File: config.mk
export PLATFORM = sky130hd
export DESIGN_NAME = priority_request_queue_unit
export DESIGN_NICKNAME = d
export VERILOG_FILES = /design/src/rtl/prq_pkg.sv /design/src/rtl/prq_ram.sv /design/src/rtl/prq_ctrl.sv /design/src/rtl/priority_request_queue_unit.sv
export VERILOG_INCLUDE_DIRS = /design/src /design/src/rtl
export SDC_FILE = /design/constraint.sdc
export NUM_CORES = 1
export LEC_CHECK = 0
export BUFFER_PORTS_ARGS = -buffer_cell sky130_fd_sc_hd__buf_2
export CORE_UTILIZATION = 57
export DETAILED_ROUTE_END_ITERATION = 16
export PLACE_DENSITY = 0.74
export SYNTH_ARGS = -nofsm -noshare
export SYNTH_HDL_FRONTEND = slang
export SYNTH_SLANG_ARGS = --single-unit
File: constraint.sdc
create_clock -name clock -period 3.5 [get_ports clock]
set_clock_uncertainty 0.05 [all_clocks]
set_input_delay 0.525 -clock clock [delete_from_list [all_inputs] [get_ports clock]]
set_output_delay 0.525 -clock clock [all_outputs]
set_load 0.02 [all_outputs]
File: src/rtl/priority_request_queue_unit_assert.svh
// Assertion macros used by the priority request queue top level
`ifndef PRIORITY_REQUEST_QUEUE_UNIT_ASSERT_SVH
`define PRIORITY_REQUEST_QUEUE_UNIT_ASSERT_SVH
`ifndef NO_ASSERTIONS
// Check that the consequent holds in the same cycle as the antecedent
`define PRQ_ASSERT_SAME(label, clk, rst, ante, cons) \
   label: assert property (@(posedge clk) disable iff (rst) (ante) |-> (cons)) \
      else $error("priority request queue assertion failed");
// Check that the consequent holds in the cycle after the antecedent
`define PRQ_ASSERT_NEXT(label, clk, rst, ante, cons) \
   label: assert property (@(posedge clk) disable iff (rst) (ante) |=> (cons)) \
      else $error("priority request queue assertion failed");
`else
`define PRQ_ASSERT_SAME(label, clk, rst, ante, cons)
`define PRQ_ASSERT_NEXT(label, clk, rst, ante, cons)
`endif
`endif

File: src/rtl/prq_pkg.sv
// Shared types and constants of the priority request queue
package prq_pkg;

   localparam int DEPTH    = 16;
   localparam int IDX_W    = $clog2(DEPTH);
   localparam int CNT_W    = $clog2(DEPTH + 1);
   localparam int FLOOR_W  = 8;
   localparam int PRIO_W   = 8;
   localparam int CMD_W    = 2;
   localparam int STATUS_W = 3;
   localparam int COUNT_W  = 5;

   localparam logic [FLOOR_W-1:0] TOP_FLOOR_RESET = 8'd100;

   typedef enum logic [CMD_W-1:0] {
      CMD_ADD    = 2'd0,
      CMD_REMOVE = 2'd1,
      CMD_QUERY  = 2'd2,
      CMD_NONE   = 2'd3
   } cmd_type;

   typedef enum logic [STATUS_W-1:0] {
      ST_OK       = 3'd0,
      ST_RAISED   = 3'd1,
      ST_SAME     = 3'd2,
      ST_BADFLOOR = 3'd3,
      ST_FULL     = 3'd4,
      ST_EMPTY    = 3'd5
   } status_type;

   typedef struct packed {
      logic [FLOOR_W-1:0] floor;
      logic [PRIO_W-1:0]  prio;
   } entry_type;

   localparam int ENTRY_W = $bits(entry_type);

   typedef struct packed {
      logic               strobe;
      status_type         status;
      logic [FLOOR_W-1:0] floor;
      logic [PRIO_W-1:0]  prio;
      logic               found;
      logic [COUNT_W-1:0] count;
   } resp_type;

endpackage

File: src/rtl/prq_ram.sv
// Simple dual-port synchronous RAM with registered read data
module prq_ram #(
   parameter int WIDTH = 16,
   parameter int DEPTH = 16
) (
   input  logic                     clock,
   input  logic                     wr_en,
   input  logic [$clog2(DEPTH)-1:0] wr_addr,
   input  logic [WIDTH-1:0]         wr_data,
   input  logic                     rd_en,
   input  logic [$clog2(DEPTH)-1:0] rd_addr,
   output logic [WIDTH-1:0]         rd_data
);

   logic [WIDTH-1:0] mem [DEPTH];

   // write port
   always_ff @(posedge clock) begin
      if (wr_en) begin
         mem[wr_addr] <= wr_data;
      end
   end

   // read port, registered read data
   always_ff @(posedge clock) begin
      if (rd_en) begin
         rd_data <= mem[rd_addr];
      end
   end

endmodule

File: src/rtl/prq_ctrl.sv
// Command sequencer: scans, shifts and pops the sorted entry memory
module prq_ctrl (
   input  logic                                clock,
   input  logic                                reset,
   input  logic                                start,
   output logic                                busy,
   input  logic [prq_pkg::CMD_W-1:0]           cmd,
   input  logic [prq_pkg::FLOOR_W-1:0]         floor,
   input  logic [prq_pkg::PRIO_W-1:0]          prio,
   input  logic [prq_pkg::FLOOR_W-1:0]         top_floor,
   output prq_pkg::resp_type                   resp,
   output logic                                mem_wr_en,
   output logic [prq_pkg::IDX_W-1:0]           mem_wr_addr,
   output prq_pkg::entry_type                  mem_wr_data,
   output logic                                mem_rd_en,
   output logic [prq_pkg::IDX_W-1:0]           mem_rd_addr,
   input  prq_pkg::entry_type                  mem_rd_data
);

   localparam int IDX_W   = prq_pkg::IDX_W;
   localparam int CNT_W   = prq_pkg::CNT_W;
   localparam int COUNT_W = prq_pkg::COUNT_W;

   typedef enum logic [1:0] {
      S_IDLE,
      S_SCAN,
      S_SHIFT,
      S_POP
   } state_type;

   state_type                   state_ff,    state_in;
   prq_pkg::cmd_type            cmd_ff,      cmd_in;
   logic [prq_pkg::FLOOR_W-1:0] floor_ff,    floor_in;
   logic [prq_pkg::PRIO_W-1:0]  prio_ff,     prio_in;
   logic [CNT_W-1:0]            count_ff,    count_in;
   logic [CNT_W-1:0]            rd_idx_ff,   rd_idx_in;
   logic                        pend_ff,     pend_in;
   logic [IDX_W-1:0]            pend_idx_ff, pend_idx_in;
   logic                        hit_ff,      hit_in;
   logic [IDX_W-1:0]            hit_idx_ff,  hit_idx_in;
   logic [prq_pkg::PRIO_W-1:0]  hit_prio_ff, hit_prio_in;
   logic [CNT_W-1:0]            pos_ff,      pos_in;
   logic                        grow_ff,     grow_in;
   prq_pkg::entry_type          head_ff,     head_in;
   prq_pkg::resp_type           resp_ff,     resp_in;

   logic [CNT_W-1:0] rd_prev;
   logic [CNT_W-1:0] count_inc;
   logic [CNT_W-1:0] count_dec;

   // build one response word
   function automatic prq_pkg::resp_type make_resp(
      input prq_pkg::status_type st,
      input prq_pkg::entry_type  ent,
      input logic                fnd,
      input logic [CNT_W-1:0]    cnt
   );
      prq_pkg::resp_type r;
      r.strobe = 1'b1;
      r.status = st;
      r.floor  = ent.floor;
      r.prio   = ent.prio;
      r.found  = fnd;
      r.count  = (COUNT_W)'(cnt);
      return r;
   endfunction

   assign rd_prev   = rd_idx_ff - (CNT_W)'(1);
   assign count_inc = count_ff + (CNT_W)'(1);
   assign count_dec = count_ff - (CNT_W)'(1);
   assign busy      = (state_ff != S_IDLE);
   assign resp      = resp_ff;

   // next-state logic; reads and writes never touch the same entry in a cycle,
   // since shifts read one entry ahead of the one being written
   always_comb begin
      state_in    = state_ff;
      cmd_in      = cmd_ff;
      floor_in    = floor_ff;
      prio_in     = prio_ff;
      count_in    = count_ff;
      rd_idx_in   = rd_idx_ff;
      pend_in     = 1'b0;
      pend_idx_in = pend_idx_ff;
      hit_in      = hit_ff;
      hit_idx_in  = hit_idx_ff;
      hit_prio_in = hit_prio_ff;
      pos_in      = pos_ff;
      grow_in     = grow_ff;
      head_in     = head_ff;
      resp_in        = resp_ff;
      resp_in.strobe = 1'b0;
      mem_rd_en   = 1'b0;
      mem_rd_addr = rd_idx_ff[IDX_W-1:0];
      mem_wr_en   = 1'b0;
      mem_wr_addr = pend_idx_ff;
      mem_wr_data = mem_rd_data;

      case (state_ff)
         S_IDLE: begin
            if (start) begin
               cmd_in    = prq_pkg::cmd_type'(cmd);
               floor_in  = floor;
               prio_in   = prio;
               rd_idx_in = '0;
               hit_in    = 1'b0;
               pos_in    = '0;
               head_in   = '0;
               case (prq_pkg::cmd_type'(cmd))
                  prq_pkg::CMD_ADD: begin
                     if ((floor == '0) || (floor > top_floor)) begin
                        resp_in = make_resp(prq_pkg::ST_BADFLOOR, '0, 1'b0, count_ff);
                     end else begin
                        state_in = S_SCAN;
                     end
                  end
                  prq_pkg::CMD_QUERY: begin
                     state_in = S_SCAN;
                  end
                  prq_pkg::CMD_REMOVE: begin
                     if (count_ff == '0) begin
                        resp_in = make_resp(prq_pkg::ST_EMPTY, '0, 1'b0, count_ff);
                     end else begin
                        state_in = S_POP;
                     end
                  end
                  default: begin
                     resp_in = make_resp(prq_pkg::ST_OK, '0, 1'b0, count_ff);
                  end
               endcase
            end
         end

         S_SCAN: begin
            // stream entries out, look for the floor and count ones of equal or higher priority
            if (rd_idx_ff < count_ff) begin
               mem_rd_en   = 1'b1;
               mem_rd_addr = rd_idx_ff[IDX_W-1:0];
               rd_idx_in   = rd_idx_ff + (CNT_W)'(1);
               pend_in     = 1'b1;
               pend_idx_in = rd_idx_ff[IDX_W-1:0];
            end
            if (pend_ff) begin
               if ((mem_rd_data.floor == floor_ff) && !hit_ff) begin
                  hit_in      = 1'b1;
                  hit_idx_in  = pend_idx_ff;
                  hit_prio_in = mem_rd_data.prio;
               end
               if (mem_rd_data.prio >= prio_ff) begin
                  pos_in = pos_ff + (CNT_W)'(1);
               end
            end else if (rd_idx_ff == count_ff) begin
               // scan complete: decide the outcome
               state_in = S_IDLE;
               if (cmd_ff == prq_pkg::CMD_QUERY) begin
                  resp_in = make_resp(prq_pkg::ST_OK, '0, hit_ff, count_ff);
               end else if (hit_ff) begin
                  if (prio_ff > hit_prio_ff) begin
                     grow_in   = 1'b0;
                     rd_idx_in = (CNT_W)'(hit_idx_ff);
                     state_in  = S_SHIFT;
                  end else begin
                     resp_in = make_resp(prq_pkg::ST_SAME, '0, 1'b0, count_ff);
                  end
               end else if (count_ff == (CNT_W)'(prq_pkg::DEPTH)) begin
                  resp_in = make_resp(prq_pkg::ST_FULL, '0, 1'b0, count_ff);
               end else begin
                  grow_in   = 1'b1;
                  rd_idx_in = count_ff;
                  state_in  = S_SHIFT;
               end
            end
         end

         S_SHIFT: begin
            // move the entry at the slot and those below it up by one, top first
            if (rd_idx_ff > pos_ff) begin
               mem_rd_en   = 1'b1;
               mem_rd_addr = rd_prev[IDX_W-1:0];
               rd_idx_in   = rd_prev;
               pend_in     = 1'b1;
               pend_idx_in = rd_prev[IDX_W-1:0];
            end
            if (pend_ff) begin
               mem_wr_en   = 1'b1;
               mem_wr_addr = pend_idx_ff + (IDX_W)'(1);
               mem_wr_data = mem_rd_data;
            end else if (rd_idx_ff == pos_ff) begin
               // drop the new or raised request into its slot
               mem_wr_en         = 1'b1;
               mem_wr_addr       = pos_ff[IDX_W-1:0];
               mem_wr_data.floor = floor_ff;
               mem_wr_data.prio  = prio_ff;
               state_in          = S_IDLE;
               if (grow_ff) begin
                  count_in = count_inc;
                  resp_in  = make_resp(prq_pkg::ST_OK, '0, 1'b0, count_inc);
               end else begin
                  resp_in  = make_resp(prq_pkg::ST_RAISED, '0, 1'b0, count_ff);
               end
            end
         end

         S_POP: begin
            // take the head, move every other entry down by one
            if (rd_idx_ff < count_ff) begin
               mem_rd_en   = 1'b1;
               mem_rd_addr = rd_idx_ff[IDX_W-1:0];
               rd_idx_in   = rd_idx_ff + (CNT_W)'(1);
               pend_in     = 1'b1;
               pend_idx_in = rd_idx_ff[IDX_W-1:0];
            end
            if (pend_ff) begin
               if (pend_idx_ff == '0) begin
                  head_in = mem_rd_data;
               end else begin
                  mem_wr_en   = 1'b1;
                  mem_wr_addr = pend_idx_ff - (IDX_W)'(1);
                  mem_wr_data = mem_rd_data;
               end
            end else if (rd_idx_ff == count_ff) begin
               count_in = count_dec;
               resp_in  = make_resp(prq_pkg::ST_OK, head_ff, 1'b0, count_dec);
               state_in = S_IDLE;
            end
         end

         default: begin
            state_in = S_IDLE;
         end
      endcase
   end

   // hold state and registered outputs
   always_ff @(posedge clock) begin
      if (reset) begin
         state_ff <= S_IDLE;
         count_ff <= '0;
         pend_ff  <= 1'b0;
         resp_ff  <= '0;
      end else begin
         state_ff <= state_in;
         count_ff <= count_in;
         pend_ff  <= pend_in;
         resp_ff  <= resp_in;
      end
      cmd_ff      <= cmd_in;
      floor_ff    <= floor_in;
      prio_ff     <= prio_in;
      rd_idx_ff   <= rd_idx_in;
      pend_idx_ff <= pend_idx_in;
      hit_ff      <= hit_in;
      hit_idx_ff  <= hit_idx_in;
      hit_prio_ff <= hit_prio_in;
      pos_ff      <= pos_in;
      grow_ff     <= grow_in;
      head_ff     <= head_in;
   end

endmodule

File: src/rtl/priority_request_queue_unit.sv
// Top level of the priority request queue: floor limit register, sequencer, entry RAM
//
// A priority queue of up to 16 floor requests, highest priority first, older first
// among equal priorities. A request (req_cmd, req_floor, req_priority_req) is taken
// on a clock edge where start is high and busy is low. Commands: add, remove head,
// query floor. csr_we with csr_wdata sets the highest floor that add accepts; write
// it only while the block is idle.
// Every request gives exactly one response, shown on the rsp_ ports for one cycle
// while rsp_strobe is high; the receiver cannot stall it, so it must take it then.
// Rejected adds for a bad floor, unused commands and removes on an empty queue are
// answered from idle, with busy staying low.
// The entries live in one RAM with a read and a write port; scans and shifts move
// one entry a cycle through it, so cost grows with the fill level. For all other
// requests busy is high from the cycle after accept until the response is strobed.
// Reset empties the queue and sets the floor limit to 100; RAM contents are not
// cleared, since only entries below the count are ever read.
`include "priority_request_queue_unit_assert.svh"
module priority_request_queue_unit (
   input  logic       clock,
   input  logic       reset,
   input  logic       start,
   output logic       busy,
   input  logic [1:0] req_cmd,
   input  logic [7:0] req_floor,
   input  logic [7:0] req_priority_req,
   input  logic       csr_we,
   input  logic [7:0] csr_wdata,
   output logic       rsp_strobe,
   output logic [2:0] rsp_status,
   output logic [7:0] rsp_out_floor,
   output logic [7:0] rsp_out_priority,
   output logic       rsp_found,
   output logic [4:0] rsp_count
);

   logic [prq_pkg::FLOOR_W-1:0] top_floor_ff;
   prq_pkg::resp_type           resp;
   logic                        mem_wr_en;
   logic [prq_pkg::IDX_W-1:0]   mem_wr_addr;
   prq_pkg::entry_type          mem_wr_data;
   logic                        mem_rd_en;
   logic [prq_pkg::IDX_W-1:0]   mem_rd_addr;
   prq_pkg::entry_type          mem_rd_data;

   logic                        none_accept;
   logic                        query_accept;
   logic                        count_in_range;
   logic                        count_at_depth;
   logic                        resp_full;

   // hold the floor limit register
   always_ff @(posedge clock) begin
      if (reset) begin
         top_floor_ff <= prq_pkg::TOP_FLOOR_RESET;
      end else if (csr_we) begin
         top_floor_ff <= csr_wdata;
      end
   end

   prq_ctrl u_ctrl (
      .clock       (clock),
      .reset       (reset),
      .start       (start),
      .busy        (busy),
      .cmd         (req_cmd),
      .floor       (req_floor),
      .prio        (req_priority_req),
      .top_floor   (top_floor_ff),
      .resp        (resp),
      .mem_wr_en   (mem_wr_en),
      .mem_wr_addr (mem_wr_addr),
      .mem_wr_data (mem_wr_data),
      .mem_rd_en   (mem_rd_en),
      .mem_rd_addr (mem_rd_addr),
      .mem_rd_data (mem_rd_data)
   );

   prq_ram #(
      .WIDTH (prq_pkg::ENTRY_W),
      .DEPTH (prq_pkg::DEPTH)
   ) u_ram (
      .clock   (clock),
      .wr_en   (mem_wr_en),
      .wr_addr (mem_wr_addr),
      .wr_data (mem_wr_data),
      .rd_en   (mem_rd_en),
      .rd_addr (mem_rd_addr),
      .rd_data (mem_rd_data)
   );

   // unpack the response
   assign rsp_strobe       = resp.strobe;
   assign rsp_status       = resp.status;
   assign rsp_out_floor    = resp.floor;
   assign rsp_out_priority = resp.prio;
   assign rsp_found        = resp.found;
   assign rsp_count        = resp.count;

   // flag the accepted commands and count limits the checks look at
   assign none_accept    = start && !busy && (req_cmd == prq_pkg::CMD_NONE);
   assign query_accept   = start && !busy && (req_cmd == prq_pkg::CMD_QUERY);
   assign count_in_range = (rsp_count <= (prq_pkg::COUNT_W)'(prq_pkg::DEPTH));
   assign count_at_depth = (rsp_count == (prq_pkg::COUNT_W)'(prq_pkg::DEPTH));
   assign resp_full      = rsp_strobe && (rsp_status == prq_pkg::ST_FULL);

   `PRQ_ASSERT_SAME(a_count_bound, clock, reset, rsp_strobe, count_in_range)
   `PRQ_ASSERT_SAME(a_full_count, clock, reset, resp_full, count_at_depth)
   `PRQ_ASSERT_NEXT(a_unused_cmd_resp, clock, reset, none_accept, rsp_strobe && !busy)
   `PRQ_ASSERT_NEXT(a_query_busy, clock, reset, query_accept, busy && !rsp_strobe)

endmodule

==> impl_metrics.py, run 1 <==
metrics = {
    "finish": {
        "drive_above_1_share_pct": 18.34,
        "fill_cells": 2256,
        "final_cell_mix": "edfxtp_1, mux2i_1, nand2_1",
        "fin_area_mm2": 0.02075,
        "antenna_cells": 0,
        "synthToLayoutAreaGrowth_pct": 13.02,
        "multi_input_area_mm2": 0.006898,
        "regArea_mm2": 0.01087,
        "final_nets": 1564,
        "mostFrequentLayoutCell": "edfxtp_1",
    },
    "sta": {
        "fmax_ghz": 0.2962,
        "finalSetupTns_ns": 0,
        "fin_crit_ns": 3.376,
        "slew-limit-headroom_pct": 31.09,
        "finalMaxSlewViolations": 0,
        "rsz0062_at_grt": "false",
        "final-hold-violation-count": 0,
        "post-route-period-util_pct": 96.45,
        "setup_violations": 0,
        "worst_pin_slew_ns": 1.034,
    },
    "placed_design": {
        "hpwlAfterDp_um": 30060,
        "portBuffers": 56,
        "routabilityCongestion": 0.9267,
        "placed_cell_area_mm2": 0.01946,
    },
    "synthesis": {
        "synth_top_family_by_area": "multiplexers",
        "synth_xor_area_share_pct": 1.247,
        "ys_async_sr_fraction_pct": 0,
        "synthMuxAreaShare_pct": 14.14,
        "ys_types": 76,
        "synth_flop_cell": "edfxtp_1",
        "synth_compound_area_share_pct": 9.329,
        "syn-instance-count": 1410,
        "syn-num-nets": 1481,
        "yosysSeqAreaShare_pct": 59.21,
        "synthAdderAreaFrac_pct": 2.794,
        "yosysWarnings": 0,
        "synth_edf_count": 334,
        "synthSimpleGateAreaFrac_pct": 9.820,
        "syn_area_per_cell_um2": 13.02,
        "synth_area_mm2": 0.01836,
        "synth_seq_cells": 376,
    },
    "detailed_routing": {
        "wl_um": 45440,
        "routedWlPerCell_um": 23.63,
        "antenna_left": 0,
        "drt-pass1-iter-count": 5,
        "drtIter0Drc": 1307,
        "routed_via_density": 6.540,
        "vias": 12580,
        "drc": 0,
    },
    "power": {
        "power_density_mw_per_mm2": 538.5,
        "p_total_uw": 11180,
        "p_leak_uw": 0.007423,
        "ir_drop_v": 0.0003302,
    },
    "flow_run": {
        "drv_cap": 0,
    },
    "outcome": {
        "status": "completed",
    },
    "floorplanning": {
        "start_util_pct": 58.03,
        "die_area_mm2": 0.03293,
        "die_y_um": 181.5,
        "ios": 57,
        "rows": 65,
        "core_mm2": 0.03164,
        "die_w_um": 181.5,
    },
    "worst_setup_path": {
        "critPathRequiredTime_ns": 3.83,
        "cp_slowest_stage_delay_ns": 0.48,
        "cp.arrival_ns": 3.70,
        "critical_path_buf_inv_count": 3,
        "path_cells": "buf_12, inv_1, ha_4, buf_12, nor2_1, mux4_2, nor4_1, or4_1",
        "end_kind": "flip-flop",
        "cp-start-kind": "flip-flop",
        "slowest_stage": "mux4_2",
        "worst-path-max-fanout": 75,
        "cp_top_family": "buffers and inverters",
        "worst-setup-path-type": "flip-flop to flip-flop",
        "crit_top_cell": "buf_12",
    },
    "global_routing": {
        "grt_antenna_before_repair": 0,
        "grt-ovfl-total": 0,
        "grt_pass1_vias": 12330,
        "grt.total_usage_pct": 27.88,
        "grt_max_degree": 76,
        "grt_pass1_wl_um": 70430,
    },
    "min_path": {
        "worstHoldPathType": "input pin to flip-flop",
    },
    "cts": {
        "root_buffer": "clkbuf_16",
        "cts_tree": "yes",
        "clkLatencyLatePin_ns": 0.53,
        "postCtsSetupRepairBufs": 0,
        "cts_made_buffers": 41,
        "cts_hold_buf": 0,
        "cts-resized-gates": 0,
        "h-tree-depth": 2,
        "clkTransAtPathRegs_ns": 0.06,
        "max-clock-path-buffers": 3,
        "cts.sinks": 376,
    },
}
[state kept, by name, indices dropped and copies added, names as in the netlist]
register / cells
u_ctrl.prio_ff: 8
u_ctrl.pend_ff: 1
u_ctrl.head_ff: 16
u_ctrl.hit_idx_ff: 4
u_ctrl.hit_ff: 1
u_ctrl.pend_idx_ff: 4
u_ctrl.count_ff: 5
u_ctrl.hit_prio_ff: 8
u_ctrl.cmd_ff: 2
top_floor_ff: 8
u_ctrl.grow_ff: 1
u_ctrl.rd_idx_ff: 5
u_ram.mem: 256
u_ram.rd_data: 16
u_ctrl.state_ff: 2
u_ctrl.resp: 26
u_ctrl.pos_ff: 5
u_ctrl.floor_ff: 8
[per-stage QoR]
step | hold WS [ns] | setup slack, ns | utilization [%] | std cells
after floorplan | 0.3998 | -0.1107 | - | 1410
after global placement | 0.4051 | 0.2808 | 61.50 | 1852
after detailed placement | 0.4146 | 0.1899 | 61.50 | 1852
after CTS | 0.1191 | 0.1798 | 65.59 | 1923
after global routing | 0.1200 | 0.01392 | 65.59 | 1923
final | 0.1312 | 0.1243 | 65.59 | 1923
[cell usage after synthesis (24+ instances only)]
master,count,area [um^2]
mux4_2,32,720.7
inv_1,51,191.4
edfxtp_1,334,10030
mux2i_1,150,1501
nor2_1,83,311.6
ha_1,41,513.0
nand2_1,86,322.8
a21oi_1,39,195.2
nor3_1,47,235.2
clkbuf_1,56,210.2
o221ai_1,34,297.8
o21ai_0,52,260.3
dfxtp_1,42,840.8
nand3_1,24,120.1
mux2_2,32,360.4
[cell families (layout without fill, tap and decap cells)]
group	Yosys count	count (layout)
flops	376	376
simple gates	361	361
compound gates	247	247
mux	215	215
buf+inv	146	257
fa+ha+maj	41	41
xor+xnor	24	24
[area by class of cell]
type                       count  area share [%]
sequential                   376           52.38
multi-input combinational    888           33.24
clock buffer                  45           5.017
timing repair buffer         134           4.775
tap                          402           2.424
clock inverter                26           1.218
inverter                      52          0.9406
[metal layers]
layer  track usage [%]  vias to the layer above  part of all wire, %  wire length [um]
li1                  -                     5649                    -                 -
met1             37.72                     6222                   41             18430
met2             46.11                      603                   48             21990
met3             3.951                      103                  8.0              3624
met4             10.20                        0                  3.1              1395
met5                 0                        -                    0                 0
[power breakdown]
part,switching [uW],total (uW),leakage (uW),internal (uW)
Clock,1670,4170,0.000630,2500
Combinational,1120,1890,0.00340,778
Sequential,74.2,5110,0.00339,5030
[final timing paths]
kind / start / slack, ns / cells after the start / endpoint
worst max register to register: u_ctrl.rd_idx_ff[1] / 0.12 / 8 / u_ram.rd_data[7]
worst min-delay path: req_priority_req[2] / 0.13 / 1 / u_ctrl.prio_ff[2]
worst min register to register: u_ctrl.resp[1] / 0.42 / 2 / u_ctrl.resp[1]
worst max-delay path: u_ctrl.rd_idx_ff[1] / 0.12 / 8 / u_ram.rd_data[7]
No activity file was read; power rests on OpenSTA's default activity.
==> run 2, diff against run 1 <==
--- a/config.mk
+++ b/config.mk
@@ -8,7 +8,9 @@
 export LEC_CHECK = 0
 export BUFFER_PORTS_ARGS = -buffer_cell sky130_fd_sc_hd__buf_2
+export CORE_MARGIN = 2
 export CORE_UTILIZATION = 57
 export DETAILED_ROUTE_END_ITERATION = 16
 export PLACE_DENSITY = 0.74
+export SLEW_MARGIN = 20
 export SYNTH_ARGS = -nofsm -noshare
 export SYNTH_HDL_FRONTEND = slang
--- a/constraint.sdc
+++ b/constraint.sdc
@@ -3,3 +3,3 @@
 set_input_delay 0.525 -clock clock [delete_from_list [all_inputs] [get_ports clock]]
 set_output_delay 0.525 -clock clock [all_outputs]
-set_load 0.02 [all_outputs]
+set_load 0.05 [all_outputs]
==> impl_metrics.py, run 2 (synthesized netlist as in run 1, its figures left out) <==
metrics = {
    "outcome": {
        "status": "completed",
    },
    "finish": {
        "drive_above_1_share_pct": 19.35,
        "fin_area_mm2": 0.02087,
        "antenna_cells": 0,
        "top_register": "u_ram.mem",
        "final_cell_mix": "edfxtp_1, mux2i_1, nand2_1",
        "synthToLayoutAreaGrowth_pct": 13.68,
        "largest_reg_flops": 256,
        "mostFrequentLayoutCell": "edfxtp_1",
        "final_nets": 1569,
    },
    "power": {
        "p_total_uw": 11330,
        "p_int_uw": 8391,
        "power_density_mw_per_mm2": 542.9,
        "ir_drop_v": 0.0004269,
        "seq_power_share_pct": 45.0,
        "swShare_pct": 25.94,
        "power.switching_uw": 2940,
        "clockPowerShare_pct": 37.8,
        "p_leak_uw": 0.007514,
        "power_frac_comb_pct": 17.2,
    },
    "sta": {
        "fmax_ghz": 0.2964,
        "rsz0062_at_grt": "true",
        "post-route-period-util_pct": 96.40,
        "setup_violations": 0,
        "slew-limit-headroom_pct": 27.78,
        "fin_crit_ns": 3.374,
        "final-hold-violation-count": 0,
        "finalMaxSlewViolations": 0,
        "worst_pin_slew_ns": 1.083,
    },
    "floorplanning": {
        "ios": 57,
        "die_w_um": 183.5,
        "rows": 65,
        "die_y_um": 183.5,
        "die_area_mm2": 0.03366,
        "start_util_pct": 58.03,
        "core_mm2": 0.03164,
    },
    "worst_setup_path": {
        "worst-setup-path-type": "flip-flop to flip-flop",
        "critPathRequiredTime_ns": 3.71,
        "cp.arrival_ns": 3.59,
        "path_cells": "inv_1, ha_1, and4_1, a21oi_2, nand3_1, buf_4, nor3_1, nor4_1, buf_4, or4_1",
        "end_kind": "flip-flop",
        "critical_path_buf_inv_count": 3,
        "worst-path-max-fanout": 29,
        "cp_slowest_stage_delay_ns": 0.53,
        "cp_top_family": "simple AND/OR/NAND/NOR gates",
        "r2r-start": "u_ctrl.pos_ff[3]",
        "crit_start": "u_ctrl.pos_ff[3]",
        "slowest_stage": "or4_1",
        "crit_top_cell": "buf_4",
        "cp-start-kind": "flip-flop",
        "r2r_setup_slack_ns": 0.13,
    },
    "cts": {
        "cts_hold_buf": 0,
        "cts_tree": "yes",
        "h-tree-depth": 2,
        "clkTransAtPathRegs_ns": 0.07,
        "cts_made_buffers": 40,
        "clkLatencyLatePin_ns": 0.54,
        "root_buffer": "clkbuf_16",
        "max-clock-path-buffers": 3,
        "cts.sinks": 376,
    },
    "detailed_routing": {
        "routed_via_density": 6.511,
        "drtIter0Drc": 1236,
        "drt-pass1-iter-count": 6,
        "routedWlPerCell_um": 23.33,
        "drc": 0,
        "wl_um": 45080,
        "vias": 12580,
        "antenna_left": 0,
    },
    "placed_design": {
        "routabilityCongestion": 0.9401,
        "hpwlAfterDp_um": 29690,
        "placed_cell_area_mm2": 0.01947,
        "portBuffers": 56,
    },
    "global_routing": {
        "grt.total_usage_pct": 26.99,
        "grt_antenna_before_repair": 0,
        "grt_pass1_wl_um": 69580,
        "grt_use_met3_pct": 4.160,
        "grt.busiest_layer": "met2",
        "grtUsageMet2_pct": 44.91,
        "grt_pass1_vias": 12360,
        "grt_max_degree": 65,
        "grt-ovfl-total": 0,
        "grt_use_met1_pct": 36.78,
    },
    "min_path": {
        "worstHoldPathType": "input pin to flip-flop",
        "hold_path_startpoint": "req_priority_req[2]",
    },
    "flow_run": {
        "drv_cap": 0,
    },
}
[run 2: cell count changes in the layout (fill, tap and decap cells not counted), sizes merged]
cell,previous run,this run
clkbuf,45,53
buf,134,140
bufinv,5,3
clkinv,18,16
inv,54,53
[run 2: final timing paths]
| check | endpoint | cells after the start |
|---|---|---|
| max | u_ram.rd_data[13] | 10 |
| min | u_ctrl.prio_ff[2] | 1 |
| max reg2reg | u_ram.rd_data[13] | 10 |
| min reg2reg | u_ctrl.resp[3] | 2 |
[run 2: layout make-up]
class                      count  area, um^2
tap                          402       503.0
clock buffer                  53        1154
timing repair buffer         140        1018
fill                        2298       10760
inverter                      52       195.2
clock inverter                21       207.7
multi-input combinational    888        6924
sequential                   376       10870
[run 2: stage by stage]
step / cells / util, % / TNS [ns] / hold WS [ns] / setup slack (ns)
2_1_floorplan: 1410 / - / -8.512 / 0.3998 / -0.1107
3_3_place_gp: 1857 / 61.54 / 0 / 0.4032 / 0.1690
3_5_place_dp: 1857 / 61.54 / 0 / 0.4077 / 0.1190
4_1_cts: 1931 / 65.85 / 0 / 0.1029 / 0.1211
5_1_grt: 1932 / 65.98 / -0.01978 / 0.1022 / -0.01762
6_report: 1932 / 65.98 / 0 / 0.1182 / 0.1260
[run 2: per-layer routing]
metal	wire length [um]	share of wire, %
met2	21620	48
met1	18500	41
met3	3656	8.1
met4	1309	2.9
met5	0	0
[run 2: timing repair]
item	in CTS	in global routing
gates resized for setup	0	5
buffers inserted	0	1
endpoints found under the setup margin	0	6
[run 2: power by group through the flow]
stage	logic, uW	registers (uW)	clock network [uW]
2_1_floorplan	1350	5190	0
3_3_place_gp	1850	5190	0
3_5_place_dp	1890	5190	0
4_1_cts	1900	5100	4340
5_1_grt	2090	5110	4500
6_report	1950	5100	4280
==> run 3, diff against run 2 <==
Settings changed: CTS_CLUSTER_SIZE set to 12, REMOVE_ABC_BUFFERS set to 1.
==> impl_metrics.py, run 3 (synthesized netlist as in run 1, its figures left out) <==
metrics = {
    "placed_design": {
        "dp_slack_ns": 0.1023,
        "hpwlAfterDp_um": 29940,
        "placed_cell_area_mm2": 0.01949,
        "routabilityCongestion": 0.9567,
        "portBuffers": 56,
    },
    "sta": {
        "worst_pin_slew_ns": 1.040,
        "fin_ws_ns": 0.1914,
        "setup_violations": 0,
        "finalMaxSlewViolations": 0,
        "final-hold-violation-count": 0,
        "hold_slack_ns": 0.1228,
        "slew-limit-headroom_pct": 30.69,
        "fmax_ghz": 0.3022,
        "fin_crit_ns": 3.309,
        "post-route-period-util_pct": 94.53,
    },
    "floorplanning": {
        "start_util_pct": 58.03,
        "rows": 65,
        "die_y_um": 183.5,
        "die_w_um": 183.5,
        "core_mm2": 0.03164,
        "ios": 57,
        "die_area_mm2": 0.03366,
    },
    "worst_setup_path": {
        "worst-setup-path-type": "flip-flop to flip-flop",
        "r2r_setup_slack_ns": 0.19,
        "worst-path-max-fanout": 13,
        "critical_path_buf_inv_count": 1,
        "cp-start-kind": "flip-flop",
        "cp_top_family": "simple AND/OR/NAND/NOR gates",
        "critPathRequiredTime_ns": 3.72,
        "cp.arrival_ns": 3.53,
        "path_cells": "ha_1, nand4_2, o221ai_2, nand2_2, a22oi_1, o22a_4, buf_4, nor4_1, or4_1",
        "slowest_stage": "or4_1",
        "end_kind": "flip-flop",
        "cp_slowest_stage_delay_ns": 0.55,
    },
    "finish": {
        "fill_cells": 2283,
        "multi_input_area_mm2": 0.006900,
        "synthToLayoutAreaGrowth_pct": 13.31,
        "drive_above_1_share_pct": 18.84,
        "largest_reg_flops": 256,
        "antenna_cells": 0,
        "regArea_mm2": 0.01087,
        "final_nets": 1575,
        "mostFrequentLayoutCell": "edfxtp_1",
        "top_register": "u_ram.mem",
        "fin_area_mm2": 0.02080,
        "final_cell_mix": "edfxtp_1, mux2i_1, nand2_1",
    },
    "detailed_routing": {
        "drt-pass1-iter-count": 5,
        "routedWlPerCell_um": 23.55,
        "antenna_left": 0,
        "vias": 12580,
        "routed_via_density": 6.497,
        "wl_um": 45590,
        "drc": 0,
        "drtIter0Drc": 1262,
    },
    "flow_run": {
        "drv_cap": 0,
    },
    "cts": {
        "h-tree-depth": 2,
        "cts.sinks": 376,
        "cts_made_buffers": 41,
        "clkLatencyLatePin_ns": 0.55,
        "clkTransAtPathRegs_ns": 0.06,
        "root_buffer": "clkbuf_16",
        "max-clock-path-buffers": 3,
        "cts_tree": "yes",
    },
    "global_routing": {
        "grt-ovfl-total": 0,
        "grt_pass1_wl_um": 70770,
        "grt.total_usage_pct": 27.44,
        "grt_pass1_vias": 12380,
        "grt_max_degree": 83,
        "grt_antenna_before_repair": 0,
    },
    "power": {
        "p_total_uw": 11190,
        "p_leak_uw": 0.007462,
        "ir_drop_v": 0.0003406,
        "power_density_mw_per_mm2": 537.9,
    },
    "min_path": {
        "worstHoldPathType": "input pin to flip-flop",
    },
    "outcome": {
        "status": "completed",
    },
}
-- run 3: final timing paths --
path / startpoint / endpoint / cells past startpoint
max: u_ctrl.rd_idx_ff[4] / u_ram.rd_data[5] / 9
min: req_priority_req[1] / u_ctrl.prio_ff[1] / 1
min reg2reg: u_ctrl.resp[11] / u_ctrl.resp[11] / 2
max reg2reg: u_ctrl.rd_idx_ff[4] / u_ram.rd_data[5] / 9
-- run 3: layout make-up --
type	count	share of cell area, %
Sequential cell	376	52.25
Multi-Input combinational cell	888	33.17
Clock buffer	59	5.353
Timing Repair Buffer	145	5.040
Tap cell	402	2.418
Inverter	52	0.9382
Clock inverter	14	0.8300
-- run 3: worst register-to-register path, cell delays in order (launching register included) --
cell	delay, ns
edfxtp_1	0.47
ha_1	0.37
nand4_2	0.19
o221ai_2	0.33
nand2_2	0.20
a22oi_1	0.32
o22a_4	0.33
buf_4	0.17
nor4_1	0.06
or4_1	0.55
-- run 3: per-layer routing --
layer / vias up / share of wire (%) / GRT usage, %
met4: 0 / 2.8 / 9.472
met2: 626 / 47 / 44.80
met5: - / 0 / 0
met1: 6166 / 41 / 37.05
met3: 102 / 8.4 / 5.388
li1: 5684 / - / -
-- run 3: what timing repair did --
action,4_1_cts,5_1_grt
resized for setup,0,1
endpoints found under the hold margin,0,0
buffers inserted,0,3
endpoints found under the setup margin,0,10
hold buffers,0,0
-- run 3: through the flow --
| stage | setup TNS [ns] | util, % | instances |
|---|---|---|---|
| CTS | 0 | 65.66 | 1933 |
| floorplan | -1269.55 | - | 1316 |
| global route | -0.0006559 | 65.76 | 1936 |
| finish | 0 | 65.76 | 1936 |
| global placement | 0 | 61.60 | 1860 |
| detailed placement | 0 | 61.60 | 1860 |
-- run 3: power by group --
group          internal [uW]  switching, uW
Sequential              5030           67.2
Combinational            800           1150
Clock                   2440           1700
